### config.mk
export PLATFORM = sky130hd
export DESIGN_NAME = tcf_fuse
export DESIGN_NICKNAME = d
export VERILOG_FILES = /design/src/design/tcf_pkg.sv /design/src/design/tcf_fuse.sv
export SDC_FILE = /design/constraint.sdc
export NUM_CORES = 2
export LEC_CHECK = 0
export BUFFER_PORTS_ARGS = -buffer_cell sky130_fd_sc_hd__buf_2
export CAP_MARGIN = 20
export CORE_AREA = 2 2 304 306
export CTS_BUF_LIST = sky130_fd_sc_hd__clkbuf_2 sky130_fd_sc_hd__clkbuf_4 sky130_fd_sc_hd__clkbuf_8
export CTS_CLUSTER_DIAMETER = 60
export DETAILED_ROUTE_END_ITERATION = 8
export DIE_AREA = 0 0 306 308
export HOLD_SLACK_MARGIN = 0.15
export PLACE_DENSITY = 0.8
export SLEW_MARGIN = 40
export SYNTH_ARGS = -nofsm -noshare
export SYNTH_HDL_FRONTEND = slang
export SYNTH_SLANG_ARGS = --single-unit
### constraint.sdc
create_clock -name aclk -period 10.6 [get_ports aclk]
set_input_delay 1.59 -clock aclk [delete_from_list [all_inputs] [get_ports aclk]]
set_output_delay 1.59 -clock aclk [all_outputs]
set_load 0.01 [all_outputs]
### src/design/tcf_pkg.sv
// Package for the tilt complementary filter: shared constants, the arctangent
// table, register index codes, control structs and the angle saturation function.
// Depends on nothing; every design file refers to it by scoped names.
package tcf_pkg;

    localparam int IN_W    = 144;
    localparam int OUT_W   = 96;
    localparam int CORD_W  = 36;
    localparam int INCR_W  = 36;
    localparam int PROD_W  = 44;

    localparam logic signed [31:0] ANG_LIMIT = 32'sd2000000000;
    localparam logic signed [31:0] DEG90     = 32'sd90000000;
    localparam logic signed [31:0] DEG180    = 32'sd180000000;

    // Register index codes on the configuration port.
    localparam logic [2:0] REG_BLEND_WEIGHT = 3'd0;
    localparam logic [2:0] REG_YAW_ENABLE   = 3'd1;
    localparam logic [2:0] REG_DRIFT_LIMIT  = 3'd2;
    localparam logic [2:0] REG_ACCEL_LOW    = 3'd3;
    localparam logic [2:0] REG_ACCEL_HIGH   = 3'd4;
    localparam logic [2:0] REG_GYRO_MIN     = 3'd5;

    // Fusion mode codes.
    localparam logic [1:0] MODE_BLEND = 2'd0;
    localparam logic [1:0] MODE_GYRO  = 2'd1;
    localparam logic [1:0] MODE_ACCEL = 2'd2;
    localparam logic [1:0] MODE_NONE  = 2'd3;

    // atan(2^-i) in microdegrees, rounded to nearest.
    localparam logic signed [31:0] ATAN_TAB [32] = '{
        32'sd45000000, 32'sd26565051, 32'sd14036243, 32'sd7125016,
        32'sd3576334,  32'sd1789911,  32'sd895174,   32'sd447614,
        32'sd223811,   32'sd111906,   32'sd55953,    32'sd27976,
        32'sd13988,    32'sd6994,     32'sd3497,     32'sd1749,
        32'sd874,      32'sd437,      32'sd219,      32'sd109,
        32'sd55,       32'sd27,       32'sd14,       32'sd7,
        32'sd3,        32'sd2,        32'sd1,        32'sd0,
        32'sd0,        32'sd0,        32'sd0,        32'sd0
    };

    // Per-item control that the sequencer hands to both fusion lanes.
    typedef struct packed {
        logic       load_gyro;
        logic       load_prod;
        logic       seed;
        logic [1:0] mode;
    } fuse_ctl_t;

    // Clamp a wide angle to the legal microdegree range.
    function automatic logic signed [31:0] sat_angle(input logic signed [39:0] v);
        logic signed [39:0] lim;
        lim = 40'(ANG_LIMIT);
        if (v > lim) begin
            return ANG_LIMIT;
        end else if (v < -lim) begin
            return -ANG_LIMIT;
        end
        return v[31:0];
    endfunction

endpackage

### src/design/tcf_fuse.sv
// Fusion lane for one tilt axis: gyro angle with drift snap, blend multiply and
// rounding, then saturation. Depends on tcf_pkg.
module tcf_fuse (
    input  logic                              aclk,
    input  tcf_pkg::fuse_ctl_t                ctl,
    input  logic [15:0]                       blend_weight,
    input  logic [28:0]                       drift_limit,
    input  logic signed [31:0]                store,
    input  logic signed [31:0]                accel,
    input  logic signed [tcf_pkg::INCR_W-1:0] incr,
    output logic signed [31:0]                result
);
    logic signed [31:0] gyro_reg;
    logic signed [48:0] prod_g_reg;
    logic signed [48:0] prod_a_reg;
    logic signed [39:0] gyro_raw, diff;
    logic [39:0]        diff_mag;
    logic signed [49:0] sum;
    logic [49:0]        sum_mag;
    logic [33:0]        rnd;
    logic signed [39:0] res;
    logic signed [17:0] wg, wa;

    // Gyro angle, snapped to the accel angle when too far off.
    always_comb begin
        gyro_raw = ctl.seed ? 40'(accel) : 40'(store) + 40'(incr);
        diff     = gyro_raw - 40'(accel);
        diff_mag = diff[39] ? unsigned'(-diff) : unsigned'(diff);
    end

    always_ff @(posedge aclk) begin
        if (ctl.load_gyro) begin
            gyro_reg <= (diff_mag > 40'(drift_limit)) ? accel : gyro_raw[31:0];
        end
    end

    // Blend products.
    assign wg = signed'(18'(17'h10000 - 17'(blend_weight)));
    assign wa = signed'({2'b0, blend_weight});

    always_ff @(posedge aclk) begin
        if (ctl.load_prod) begin
            prod_g_reg <= wg * gyro_reg;
            prod_a_reg <= wa * accel;
        end
    end

    // Sum, round half away from zero, select by mode, saturate.
    always_comb begin
        sum     = 50'(prod_g_reg) + 50'(prod_a_reg);
        sum_mag = sum[49] ? unsigned'(-sum) : unsigned'(sum);
        rnd     = 34'((sum_mag + 50'd32768) >> 16);
        case (ctl.mode)
            tcf_pkg::MODE_BLEND: res = sum[49] ? -signed'(40'(rnd)) : signed'(40'(rnd));
            tcf_pkg::MODE_GYRO:  res = 40'(gyro_reg);
            default:             res = 40'(accel);
        endcase
        result = tcf_pkg::sat_angle(res);
    end

endmodule

==> impl_metrics.tcl <==
set metrics [dict create \
    synth_common_cells "inv_1 (1,206), fa_1 (1,008), nand2_1 (879)" \
    regArea_um2 3900 \
    final_cells 7872 \
    fin_area_um2 60000 \
    synth_mux_area_share_pct 1.35 \
    gp_congestion 1.02 \
    finalCritPeriodShare_pct 98.8 \
    synth_edf_count 130 \
    yosys_register_bits 130 \
    worst_setup_path_start_kind "register" \
    n_fill_cell 7447 \
    yosys_most_used_dff "edfxtp_1" \
    dpl_cell_area_um2 58300 \
    rows 111 \
    path_common_cell "buf_4" \
    cp.required_ns 9.01 \
    syn-num-nets 7949 \
    yosysWarningCount 0 \
    dp_hpwl_um 133000 \
    critPathMaxStageDelay_ns 0.63 \
    drv_slew 0 \
    core_um2 91000 \
    first_pass_iters 9 \
    syn_area_um2 54300 \
    syn_avg_cell_area_um2 8.48 \
    yosysMostFrequentCell "inv_1" \
    insertion_delay_ns 0.55 \
    cts_max_path_buffers 2 \
    area_growth_pct 10.5 \
    critPathSlowestCell "or4b_1" \
    grt_max_degree 72 \
    finalCoreUtilization_pct 66.0 \
    grt_overflow 0 \
    die_h_um 308 \
    viasPerCell 6.02 \
    fin_skew_ns 0.0283 \
    numPortBuffers 182 \
    cts_buffers 17 \
    synth_top_family_by_area "adder cells" \
    drtAntennaViolNets 0 \
    initialDrtViolationCount 4200 \
    worst-path-max-fanout 10 \
    rsz0062_at_grt "true" \
    critical_path_class "register to output pin" \
    post-route-min-period_ns 10.47 \
    finalSetupViolations 0 \
    synth_xor_area_share_pct 4.52 \
    synth_compound_area_share_pct 11.3 \
    fmax_mhz 95.5 \
    finalHoldViolCount 0 \
    antenna_found_initial 15 \
    die_x_um 306 \
    slew_headroom_pct 37.2 \
    vias 47380 \
    wirelength_um 166000 \
    drv_cap 0 \
    run_status "finished clean" \
    synthAdderAreaFrac_pct 46.1 \
    arrival_ns 8.88 \
    synth_area_leader_cell "fa_1" \
    drc_errors 0 \
    min_path_type "register to register" \
    cts_tree "built" \
    end_kind "output pin" \
    wl_per_cell_um 21.1 \
    syn_inst 6403 \
    dp_cells 7779 \
    async_reset_ff_share_pct 0 \
    layout-drive-gt1-share_pct 12.4 \
    h-tree-depth 4 \
    synth_area_leaders "fa_1 (37%), ha_1 (8.9%), inv_1 (8.3%)" \
    fin_nets 8214 \
    start_util_pct 59.7 \
    netlist.area_leader.share_pct 37.2 \
    path_clk_slew_ns 0.10 \
    yosysSeqAreaShare_pct 7.19 \
    ios 183 \
    cts_root_buf "clkbuf_8" \
    yosys.area_share.simple_pct 19.0 \
    track_usage_pct 35.7 \
    cts_sinks 130 \
    worstMarginPinSlew_ns 0.942 \
    grt_pass1_vias 48662 \
    multi_input_area_um2 45600 \
    synth.distinct_cells 101 \
    grt_pass1_wl_um 262000 \
    die_area_um2 94200 \
]
through the flow:
stage | TNS, ns | hold WS [ns] | setup WS (ns)
floorplan | 0 | 0.631 | 0.00561
global placement | -24.33 | 1.11 | -0.778
detailed placement | -30.24 | 1.13 | -0.956
CTS | 0 | 1.15 | 0.00823
global route | -2.43 | 1.18 | -0.0825
finish | 0 | 1.18 | 0.131
timing repair:
item | CTS | global route
endpoints found under the setup margin | 60 | 66
pin swaps | 8 | 68
hold buffers | 0 | 0
buffers inserted | 4 | 39
gates cloned | 1 | 6
resized for setup | 14 | 180
logic make-up (layout without fill, tap and decap cells):
kind of cell	after synthesis	after routing
and+or+nand+nor	2105	2105
buffers and inverters	1527	1804
adders and majority gates	1395	1395
AOI/OAI and AO/OA	898	899
xor gates and xnor gates	279	279
DFF	130	130
muxes	69	69
other	0	5
final cells by class:
type	count	area share [%]
Multi-Input combinational cell	4747	75.9
Inverter	1207	7.55
Timing Repair Buffer	565	6.90
Sequential cell	130	6.50
Tap cell	1186	2.47
Clock buffer	17	0.390
Clock inverter	15	0.252
Antenna cell	5	0.0208
cells in the final DEF (no fill, tap or decap), types with 41 or more instances in the layout:
cell and n:
xor2_1 78, buf_2 178, nand2_1 877, a21oi_1 176, and3_1 53, or3_1 43, inv_1 1204, nor3_1 114
and2_1 416, a21o_1 67, buf_4 351, o21ai_0 151, ha_1 380, o211ai_1 41, fa_1 1005, nand4_1 47
nor2_1 244, a211oi_1 41, xnor2_1 180, nand3_1 82, edfxtp_1 130
path summary, 6_finish.rpt:
check	startpoint	endpoint	slack, ns	cells past startpoint
min	gyro_reg[0]$_DFFE_PP_	prod_g_reg[0]$_DFFE_PP_	1.18	1
max reg2reg	gyro_reg[3]$_DFFE_PP_	prod_g_reg[47]$_DFFE_PP_	1.79	34
max	prod_a_reg[0]$_DFFE_PP_	result[19]	0.13	30
min reg2reg	gyro_reg[0]$_DFFE_PP_	prod_g_reg[0]$_DFFE_PP_	1.18	1
worst max-delay path: cells and delay by family, from the launching register on:
kind,cells,cell delay [ns]
flip-flops,1,0.39
adder cells (fa/ha/maj),2,0.43
buffers and inverters,7,1.15
AO/OA/AOI/OAI,10,2.75
AND/OR/NAND/NOR,11,3.62
layer usage:
layer	routed length (um)	share of wire (%)	vias up	track usage [%]
li1	-	-	20942	-
met4	10700	6.4	14	19.5
met1	62900	38	23525	45.3
met2	75600	45	2363	56.9
met3	17100	10	536	8.00
met5	212	0.13	-	1.03
Power is left out: the tool's default activity adds up to more than one toggle a clock period on the data nets, which glitch-free logic cannot reach.
